--- config.mk ---
export PLATFORM = sky130hd
export DESIGN_NAME = greedy_three_coloring_core
export DESIGN_NICKNAME = d
export VERILOG_FILES = /design/src/gtc_pkg.sv /design/src/greedy_three_coloring_core.sv /design/src/gtc_adj.sv /design/src/gtc_ctrl.sv
export SDC_FILE = /design/constraint.sdc
export NUM_CORES = 1
export LEC_CHECK = 0
export ABC_AREA = 1
export BUFFER_PORTS_ARGS = -buffer_cell sky130_fd_sc_hd__buf_2
export CORE_MARGIN = 3
export CORE_UTILIZATION = 45
export CTS_CLUSTER_DIAMETER = 50
export DETAILED_ROUTE_END_ITERATION = 12
export HOLD_SLACK_MARGIN = 0.03
export SYNTH_ARGS = -nofsm -noshare
export SYNTH_HDL_FRONTEND = slang
export SYNTH_SLANG_ARGS = --single-unit
export TNS_END_PERCENT = 5
--- constraint.sdc ---
create_clock -name clk_i -period 4.1 [get_ports clk_i]
set_input_delay 0.615 -clock clk_i [delete_from_list [all_inputs] [get_ports clk_i]]
set_output_delay 0.615 -clock clk_i [all_outputs]
set_load 0.05 [all_outputs]
--- src/gtc_pkg.sv ---
`timescale 1ns / 1ps

package gtc_pkg;

  // Graph size and field widths
  localparam int MaxVertices = 16;
  localparam int VtxW        = $clog2(MaxVertices);
  localparam int CntW        = $clog2(MaxVertices + 1);
  localparam int ColorW      = 2;
  localparam int PaddrW      = 3;
  localparam int PdataW      = 32;

  // Color codes
  localparam logic [ColorW-1:0] Color0  = 2'd0;
  localparam logic [ColorW-1:0] Color1  = 2'd1;
  localparam logic [ColorW-1:0] Color2  = 2'd2;
  localparam logic [ColorW-1:0] NoColor = 2'd3;

  // Command opcodes
  localparam logic OpAddEdge = 1'b0;
  localparam logic OpRun     = 1'b1;

  // Register index (paddr[2])
  localparam logic RegVertexCount = 1'b0;

  localparam logic [CntW-1:0] VertexCountReset = CntW'(4);

  // Input word
  typedef struct packed {
    logic            opcode;
    logic [VtxW-1:0] src;
    logic [VtxW-1:0] dest;
  } gtc_in_t;

  // Result word
  typedef struct packed {
    logic [VtxW-1:0]   vertex;
    logic [ColorW-1:0] color;
    logic              colorable;
    logic              last;
  } gtc_out_t;

  // Edge write request into the adjacency matrix
  typedef struct packed {
    logic            we;
    logic [VtxW-1:0] src;
    logic [VtxW-1:0] dest;
  } gtc_edge_t;

  typedef enum logic [1:0] {
    StIdle,
    StScan,
    StEmit
  } gtc_state_e;

endpackage

--- src/greedy_three_coloring_core.sv ---
`timescale 1ns / 1ps

// Greedy three-coloring core.
// Command channel: a word (opcode, src, dest) is taken when start_i is high
// and busy_o is low. Opcode add-edge stores an undirected edge and leaves
// busy_o low, so edges can be loaded every cycle.
// Opcode run colors vertices 0..n-1 (n = vertex_count) in order and then
// emits n result words, one per cycle, each marked by result_valid_o for a
// single cycle; the receiver cannot stall them. last is set on vertex n-1.
// A run walks every lower-numbered vertex of every vertex through one shared
// check unit, one lower vertex per cycle, and then emits the results.
// busy_o stays high through the scan and the emit, and the next command can be
// taken in the cycle after the last result.
// Config: APB register vertex_count at address 0 (clamped to 1..16, reset 4).
// Reset clears all edges, sets vertex_count to 4 and returns to idle.
// Edges persist across runs; only reset removes them.
module greedy_three_coloring_core (
  input  logic                       clk_i,
  input  logic                       rst_ni,
  input  logic                       psel,
  input  logic                       penable,
  input  logic                       pwrite,
  input  logic [gtc_pkg::PaddrW-1:0] paddr,
  input  logic [gtc_pkg::PdataW-1:0] pwdata,
  output logic [gtc_pkg::PdataW-1:0] prdata,
  output logic                       pready,
  input  logic                       start_i,
  input  gtc_pkg::gtc_in_t           cmd_i,
  output logic                       busy_o,
  output logic                       result_valid_o,
  output gtc_pkg::gtc_out_t          result_o
);
  import gtc_pkg::*;

  logic [CntW-1:0]        vcount_q, vcount_d;
  logic                   cfg_wr;
  logic                   accept;
  gtc_edge_t              edge_req;
  logic [VtxW-1:0]        row_sel;
  logic [MaxVertices-1:0] adj_row;

  // Config register with clamp on write
  assign pready = 1'b1;
  assign cfg_wr = psel && penable && pwrite && (paddr[2] == RegVertexCount);

  always_comb begin
    vcount_d = vcount_q;
    if (cfg_wr) begin
      if (pwdata[CntW-1:0] == '0) begin
        vcount_d = CntW'(1);
      end else if (pwdata[CntW-1:0] > CntW'(MaxVertices)) begin
        vcount_d = CntW'(MaxVertices);
      end else begin
        vcount_d = pwdata[CntW-1:0];
      end
    end
  end

  always_ff @(posedge clk_i or negedge rst_ni) begin
    if (!rst_ni) begin
      vcount_q <= VertexCountReset;
    end else begin
      vcount_q <= vcount_d;
    end
  end

  assign prdata = (paddr[2] == RegVertexCount) ?
                  {{(PdataW-CntW){1'b0}}, vcount_q} : '0;

  // Command decode
  assign accept        = start_i && !busy_o;
  assign edge_req.we   = accept && (cmd_i.opcode == OpAddEdge);
  assign edge_req.src  = cmd_i.src;
  assign edge_req.dest = cmd_i.dest;

  gtc_adj u_adj (
    .clk_i     (clk_i),
    .rst_ni    (rst_ni),
    .edge_i    (edge_req),
    .row_sel_i (row_sel),
    .row_o     (adj_row)
  );

  gtc_ctrl u_ctrl (
    .clk_i          (clk_i),
    .rst_ni         (rst_ni),
    .run_i          (accept && (cmd_i.opcode == OpRun)),
    .vertex_count_i (vcount_q),
    .adj_row_i      (adj_row),
    .row_sel_o      (row_sel),
    .busy_o         (busy_o),
    .result_valid_o (result_valid_o),
    .result_o       (result_o)
  );

endmodule

--- src/gtc_adj.sv ---
`timescale 1ns / 1ps

module gtc_adj (
  input  logic                            clk_i,
  input  logic                            rst_ni,
  input  gtc_pkg::gtc_edge_t              edge_i,
  input  logic [gtc_pkg::VtxW-1:0]        row_sel_i,
  output logic [gtc_pkg::MaxVertices-1:0] row_o
);
  import gtc_pkg::*;

  logic [MaxVertices-1:0] adj_q [MaxVertices];

  // Edge write sets both directions; bits only ever get set
  always_ff @(posedge clk_i or negedge rst_ni) begin
    if (!rst_ni) begin
      for (int r = 0; r < MaxVertices; r++) begin
        adj_q[r] <= '0;
      end
    end else if (edge_i.we) begin
      adj_q[edge_i.src][edge_i.dest] <= 1'b1;
      adj_q[edge_i.dest][edge_i.src] <= 1'b1;
    end
  end

  // Single row read for the scan
  assign row_o = adj_q[row_sel_i];

endmodule

--- src/gtc_ctrl.sv ---
`timescale 1ns / 1ps

module gtc_ctrl (
  input  logic                            clk_i,
  input  logic                            rst_ni,
  input  logic                            run_i,
  input  logic [gtc_pkg::CntW-1:0]        vertex_count_i,
  input  logic [gtc_pkg::MaxVertices-1:0] adj_row_i,
  output logic [gtc_pkg::VtxW-1:0]        row_sel_o,
  output logic                            busy_o,
  output logic                            result_valid_o,
  output gtc_pkg::gtc_out_t               result_o
);
  import gtc_pkg::*;

  gtc_state_e        state_q, state_d;
  logic [VtxW-1:0]   u_q, u_d;
  logic [VtxW-1:0]   w_q, w_d;
  logic [CntW-1:0]   n_q, n_d;
  logic [2:0]        used_q, used_d;
  logic              ok_q, ok_d;

  // Color store, no reset: a run writes each entry before reading it
  logic [ColorW-1:0] col_q [MaxVertices];
  logic              col_we;
  logic [VtxW-1:0]   col_waddr;
  logic [ColorW-1:0] col_wdata;
  logic [VtxW-1:0]   col_raddr;
  logic [ColorW-1:0] col_rdata;

  logic              u_is_last;
  logic              w_is_last;
  logic              hit;
  logic [2:0]        used_next;
  logic [ColorW-1:0] pick;

  assign col_raddr = (state_q == StEmit) ? u_q : w_q;
  assign col_rdata = col_q[col_raddr];
  assign row_sel_o = u_q;

  assign u_is_last = ({1'b0, u_q} == (n_q - CntW'(1)));
  assign w_is_last = (w_q == (u_q - VtxW'(1)));

  // Shared check unit: one lower vertex per cycle
  always_comb begin
    hit       = adj_row_i[w_q] && (col_rdata != NoColor);
    used_next = used_q;
    if (hit) begin
      used_next = used_q | (3'b001 << col_rdata);
    end
    if (!used_next[0]) begin
      pick = Color0;
    end else if (!used_next[1]) begin
      pick = Color1;
    end else if (!used_next[2]) begin
      pick = Color2;
    end else begin
      pick = NoColor;
    end
  end

  always_ff @(posedge clk_i or negedge rst_ni) begin
    if (!rst_ni) begin
      state_q <= StIdle;
      u_q     <= '0;
      w_q     <= '0;
      n_q     <= VertexCountReset;
      used_q  <= '0;
      ok_q    <= 1'b1;
    end else begin
      state_q <= state_d;
      u_q     <= u_d;
      w_q     <= w_d;
      n_q     <= n_d;
      used_q  <= used_d;
      ok_q    <= ok_d;
    end
  end

  always_ff @(posedge clk_i) begin
    if (col_we) begin
      col_q[col_waddr] <= col_wdata;
    end
  end

  // Sequencer: scan lower-numbered vertices of each vertex, then emit colors
  always_comb begin
    state_d   = state_q;
    u_d       = u_q;
    w_d       = w_q;
    n_d       = n_q;
    used_d    = used_q;
    ok_d      = ok_q;
    col_we    = 1'b0;
    col_waddr = u_q;
    col_wdata = pick;
    case (state_q)
      StIdle: begin
        if (run_i) begin
          n_d       = vertex_count_i;
          ok_d      = 1'b1;
          used_d    = '0;
          w_d       = '0;
          col_we    = 1'b1;
          col_waddr = '0;
          col_wdata = Color0;
          if (vertex_count_i == CntW'(1)) begin
            u_d     = '0;
            state_d = StEmit;
          end else begin
            u_d     = VtxW'(1);
            state_d = StScan;
          end
        end
      end
      StScan: begin
        if (w_is_last) begin
          col_we = 1'b1;
          if (pick == NoColor) begin
            ok_d = 1'b0;
          end
          used_d = '0;
          w_d    = '0;
          if (u_is_last) begin
            u_d     = '0;
            state_d = StEmit;
          end else begin
            u_d = u_q + VtxW'(1);
          end
        end else begin
          used_d = used_next;
          w_d    = w_q + VtxW'(1);
        end
      end
      StEmit: begin
        if (u_is_last) begin
          u_d     = '0;
          state_d = StIdle;
        end else begin
          u_d = u_q + VtxW'(1);
        end
      end
      default: begin
        state_d = StIdle;
      end
    endcase
  end

  // Result word straight from the sequencer registers
  assign busy_o             = (state_q != StIdle);
  assign result_valid_o     = (state_q == StEmit);
  assign result_o.vertex    = u_q;
  assign result_o.color     = col_rdata;
  assign result_o.colorable = ok_q;
  assign result_o.last      = u_is_last;

endmodule
==> flow_metrics.tcl, run 1 <==
set metrics [dict create \
    avgSynthCellArea_um2 8.24 \
    power_frac_clock_pct 32.7 \
    period_minus_slack_ns 3.58 \
    port_buffers 35 \
    grt_pass1_wl_um 67100 \
    routed_via_density 5.28 \
    cts_sinks 312 \
    cp.required_ns 3.48 \
    gp_congestion 0.890 \
    tightest_slew_ns 1.08 \
    detail-route-antenna-nets 0 \
    clock_latency_ns 0.52 \
    initial_utilization_pct 46.1 \
    io_pins 93 \
    cp_max_fo 204 \
    synth_warnings 0 \
    rows 67 \
    r2r-start "u_ctrl.row_sel_o[0]" \
    crit_type "reg -> out" \
    tns_ns 0 \
    slowest_stage "buf_12" \
    pwr-share-seq_pct 33.6 \
    design.core.area_um2 33800 \
    drt_iter0_drc 1153 \
    slew_viol_final 0 \
    dr.pass1.iters 6 \
    synth_enable_flop_cells 32 \
    yosys-top-cells-count "nand2_1 (382), inv_1 (337), dfrtp_1 (277)" \
    startpoint "u_ctrl.row_sel_o[0]" \
    cap_violations 0 \
    synthArstFlopShare_pct 89.7 \
    finalCritPeriodShare_pct 87.4 \
    fillers 3230 \
    dp_hpwl_um 26500 \
    start_kind "register" \
    p_leak_nw 8.15 \
    yosysMostFrequentCell "nand2_1" \
    fin_ws_ns 0.518 \
    hold_path_class "in -> async" \
    clock_skew_ns 0.0110 \
    area_delta_synth_final_pct 10.4 \
    yosysSeqAreaShare_pct 51.2 \
    syn-instance-count 1889 \
    die_w_um 192 \
    htreeDepth 2 \
    clkTransAtPathRegs_ns 0.06 \
    regToRegSetupSlack_ns 0.90 \
    power.net_switching_mw 3.93 \
    r2r_end "u_ctrl.col_q[8][0]" \
    hold_viol 0 \
    drc 0 \
    synth_area_um2 15600 \
    die_h_um 192 \
    synth.distinct_cells 43 \
    synth-seq-cells 312 \
    wl_um 42600 \
    wire_per_inst_um 18.0 \
    dieArea_um2 36800 \
    grtUsageTotal_pct 23.4 \
    antenna_found_initial 0 \
    ir_worst_vdd_v 0.000465 \
    cts_tree "done" \
    worst_r2r_path_depth 14 \
    multi_input_area_um2 5650 \
    finalSetupViolCount 0 \
    combPwrFrac_pct 33.7 \
    place_ws_ns 0.941 \
    ys.flop_type "dfrtp_1" \
    rsz0062_at_grt "no" \
    crit_top_cell "nand3_1" \
    cp_slowest_stage_delay_ns 0.59 \
    relSlewSlack_pct 27.9 \
    status "finished, final reports clean" \
    endpoint "result_o[2]" \
    grt_pass1_vias 12000 \
    cts_max_path_buffers 3 \
    hold_buffers 0 \
    p_sw_share_pct 37.9 \
    final_layout_size_suffix_gt1_share_pct 12.5 \
    crit_chain "buf_12, nand2_1, o21ai_4, o21ai_0, nand3_1, nand3_1, nand2_2, buf_2" \
    cts_buffers 38 \
    cp-end-kind "output pin" \
    overflow 0 \
    synth_top_area_share_pct 44.6 \
    diodes 0 \
    p_int_mw 6.44 \
    pwr_density_cell_nw_per_um2 603 \
    fmax_ghz 0.279 \
    fin_nets 1949 \
    vias 12500 \
    post_cts_buffers 0 \
    grt_max_degree 205 \
    arrival_ns 2.97 \
    seq_area_um2 7980 \
    synthTopCellsByArea "dfrtp_1 (45%), nand2_1 (9.2%), inv_1 (8.1%)" \
    ctsResizeCount 0 \
    cts-root-buf "clkbuf_16" \
    yosysTopAreaCell "dfrtp_1" \
]
==> cells by family (layout without fill, tap and decap cells) <==
logic type | Yosys count | count (layout) | share of synthesized area, %
compound gates | 294 | 294 | 11.6
xor+xnor | 10 | 10 | 0.563
fa+ha+maj | 8 | 8 | 0.643
buf+inv | 465 | 467 | 13.1
flops | 312 | 312 | 51.2
other cells | 2 | 28 | 0.0483
simple gates | 798 | 798 | 22.8
==> placed cells by master (no fill, tap or decap), types with 8 or more instances in the layout <==
master | synthesis | layout
inv_1 | 337 | 337
ha_1 | 8 | 8
o21ai_0 | 58 | 58
o22ai_1 | 110 | 110
nand2_1 | 382 | 382
conb_1 | 2 | 28
buf_2 | 25 | 34
edfxtp_1 | 32 | 32
o211ai_1 | 53 | 53
nand3_1 | 190 | 190
clkbuf_16 | 0 | 39
clkbuf_8 | 0 | 9
dfrtp_1 | 277 | 275
buf_4 | 45 | 15
a22oi_1 | 8 | 8
nor2_1 | 104 | 104
a21oi_1 | 46 | 46
or2_2 | 100 | 100
==> metal layers <==
layer	global-route usage, %	routed length (µm)	vias up	part of all wire (%)
met3	3.61	3030	80	7.1
met1	34.0	19300	5952	45
li1	-	-	5992	-
met5	0	0	-	0
met2	36.2	19000	463	45
met4	7.39	1220	0	2.9
==> state kept, by name, indices dropped and copies added, names as in the netlist <==
name / count
u_ctrl.n_q: 5
u_adj.adj_q: 256
u_ctrl.state_q: 2
u_ctrl.col_q: 32
vcount_q: 5
u_ctrl.w_q: 4
u_ctrl.used_q: 3
u_ctrl.ok_q: 1
u_ctrl.row_sel_o: 4
==> worst max-delay path, delay by kind of cell, from the launching register on <==
kind                   cells  cell delay (ns)
AOI/OAI and AO/OA          2             0.54
buffers and inverters      2             0.86
and+or+nand+nor            4             0.52
DFF                        1             0.43
==> per-stage QoR <==
step                      power, mW  cells  area [µm²]  hold slack, ns  util [%]
after global routing           10.9   2365       17200           0.168      50.8
after detailed placement       7.01   2299       15900           0.436      47.1
final                          10.4   2365       17200          0.0992      50.8
after CTS                      10.4   2365       17200           0.147      50.8
after global placement         6.98   2299       15900           0.431      47.1
after floorplan                6.15   1915       15700           0.319         -
==> final cells by class <==
| cell class | instances | area share, % |
|---|---|---|
| Clock buffer | 51 | 6.47 |
| Clock inverter | 15 | 0.961 |
| Inverter | 345 | 7.54 |
| Multi-Input combinational cell | 1138 | 32.9 |
| Sequential cell | 312 | 46.4 |
| Tap cell | 448 | 3.26 |
| Timing Repair Buffer | 56 | 2.43 |
==> power by group through the flow <==
stage / Clock [mW] / Sequential, mW / Combinational, mW
CTS: 3.46 / 3.48 / 3.49
finish: 3.39 / 3.48 / 3.50
global route: 3.58 / 3.50 / 3.85
detailed placement: 0 / 3.53 / 3.48
global placement: 0 / 3.53 / 3.45
floorplan: 0 / 3.54 / 2.61
==> worst min path at each step <==
stage	cells after the start	to	startpoint
3_3_place_gp	2	u_adj.adj_q[145]	u_adj.adj_q[145]
3_5_place_dp	2	u_adj.adj_q[223]	u_adj.adj_q[223]
6_report	1	u_ctrl.used_q[1]	rst_ni
4_1_cts	1	u_ctrl.used_q[1]	rst_ni
5_1_grt	1	u_ctrl.used_q[1]	rst_ni
2_1_floorplan	0	u_adj.adj_q[0]	rst_ni
Power figures use the tool's default switching activity.
==> run 2, diff against run 1 <==
- CELL_PAD_IN_SITES_DETAIL_PLACEMENT: not set -> 0
- CELL_PAD_IN_SITES_GLOBAL_PLACEMENT: not set -> 1
- PLACE_DENSITY_LB_ADDON: not set -> 0.1
==> run 2 against run 1 <==
Compared with the run above: fmax is 4.6% lower; clock-buffer cell count is 9 higher; hold slack better by 0.038 ns.
==> flow_metrics.tcl, run 2 (same netlist as run 1, synthesis figures left out) <==
set metrics [dict create \
    clock_latency_ns 0.54 \
    die_h_um 192 \
    post_cts_buffers 0 \
    dp_hpwl_um 28000 \
    cts_sinks 312 \
    hold_path_class "in -> async" \
    p_sw_share_pct 38.5 \
    status "finished, final reports clean" \
    dr.pass1.iters 5 \
    met2_length_um 20100 \
    cts_tree "done" \
    overflow 0 \
    cts_buffers 41 \
    power_frac_clock_pct 32.6 \
    detail-route-antenna-nets 0 \
    top_register "u_adj.adj_q" \
    tns_ns 0 \
    hold_viol 0 \
    routed.top_layer "met4" \
    grt_pass1_vias 12400 \
    start_kind "register" \
    routed_via_density 5.19 \
    finalSetupViolCount 0 \
    fillers 3303 \
    dieArea_um2 36800 \
    port_buffers 35 \
    cts_max_path_buffers 3 \
    drc 0 \
    power.net_switching_mw 4.03 \
    pwr-share-seq_pct 33.5 \
    regToRegSetupSlack_ns 0.75 \
    crit_type "reg -> out" \
    grt_max_degree 205 \
    arrival_ns 3.14 \
    combPwrFrac_pct 34.0 \
    p_int_mw 6.43 \
    fin_nets 1957 \
    rows 67 \
    tightest_slew_ns 1.27 \
    antenna_found_initial 0 \
    design.core.area_um2 33800 \
    rsz0062_at_grt "no" \
    diodes 0 \
    hold_buffers 0 \
    cp_max_fo 204 \
    ir_worst_vdd_v 0.000647 \
    cts-root-buf "clkbuf_16" \
    power.total_mw 10.5 \
    gp_congestion 0.845 \
    pwr_density_cell_nw_per_um2 606 \
    holdWs_ns 0.137 \
    relSlewSlack_pct 14.8 \
    largest_reg_flops 256 \
    reg_top3 "u_adj.adj_q (256), u_ctrl.col_q (32)" \
    wl_um 44800 \
    ctsResizeCount 0 \
    most-common-layout-cells "nand2_1 (382), inv_1 (337), dfrtp_1 (274)" \
    fin_ws_ns 0.344 \
    grtUsageTotal_pct 25.1 \
    wirelength_met1_um 20800 \
    r2r-start "u_ctrl.row_sel_o[0]" \
    r2r_end "u_ctrl.col_q[5][0]" \
    vias 12400 \
    finalCritPeriodShare_pct 91.6 \
    worst_r2r_path_depth 10 \
    io_pins 93 \
    layoutNonFillerInstCount 2379 \
    clkTransAtPathRegs_ns 0.05 \
    layout_commonest_cell "nand2_1" \
    htreeDepth 2 \
    drt_iter0_drc 1039 \
    placedCellCount 2304 \
    final_layout_size_suffix_gt1_share_pct 12.7 \
    wire_per_inst_um 18.8 \
    die_w_um 192 \
    cap_violations 0 \
    clock_skew_ns 0.0214 \
    cp.required_ns 3.48 \
    place_ws_ns 0.794 \
    cp-end-kind "output pin" \
    grt_pass1_wl_um 71000 \
    period_minus_slack_ns 3.76 \
    slew_viol_final 0 \
    wl_met3_um 2660 \
    area_delta_synth_final_pct 10.9 \
    fmax_ghz 0.266 \
    initial_utilization_pct 46.1 \
    p_leak_nw 8.19 \
]
[run 2: worst max path at each step]
stage / startpoint / endpoint / slack [ns] / cells after the start
6_report: u_ctrl.row_sel_o[0] / result_o[3] / 0.34 / 9
5_1_grt: u_ctrl.row_sel_o[0] / result_o[2] / 0.1 / 8
4_1_cts: u_ctrl.row_sel_o[0] / result_o[3] / 0.42 / 8
3_5_place_dp: u_ctrl.row_sel_o[0] / u_ctrl.col_q[5][0] / 0.79 / 10
3_3_place_gp: u_ctrl.row_sel_o[0] / u_ctrl.col_q[5][0] / 0.82 / 10
2_1_floorplan: u_ctrl.state_q[0] / u_ctrl.col_q[0][0] / 0.82 / 16
[run 2: worst max-delay path, cell delays in order (launching register included)]
cell	delay [ns]
dfrtp_4	0.43
buf_12	0.47
nand2_1	0.22
o21ai_4	0.35
a21oi_1	0.12
o21ai_0	0.11
nand3_1	0.14
nand3_1	0.14
nand2_2	0.10
buf_2	0.22
[run 2: metal layers]
layer	GRT usage (%)	up-vias
li1	-	5991
met1	36.6	5935
met2	39.1	357
met3	3.78	75
met4	7.28	0
met5	0	-
[run 2: cell type report]
type	count	area (µm²)	share of cell area [%]
clock buffer	60	1170	6.77
tap	448	561	3.25
clock inverter	15	129	0.747
sequential	312	7980	46.3
inverter	345	1290	7.51
timing repair buffer	61	468	2.71
multi-input combinational	1138	5650	32.7
[run 2: stage by stage]
stage / utilization, % / cell area, µm²
floorplan: - / 15700
global placement: 47.2 / 16000
detailed placement: 47.2 / 16000
CTS: 51.1 / 17300
global route: 51.1 / 17300
finish: 51.1 / 17300
[run 2: power groups by stage]
stage	Sequential, mW	Combinational [mW]	Clock [mW]
3_3_place_gp	3.55	3.54	0
2_1_floorplan	3.54	2.61	0
5_1_grt	3.52	3.92	3.63
3_5_place_dp	3.55	3.55	0
4_1_cts	3.50	3.57	3.49
6_report	3.50	3.55	3.41
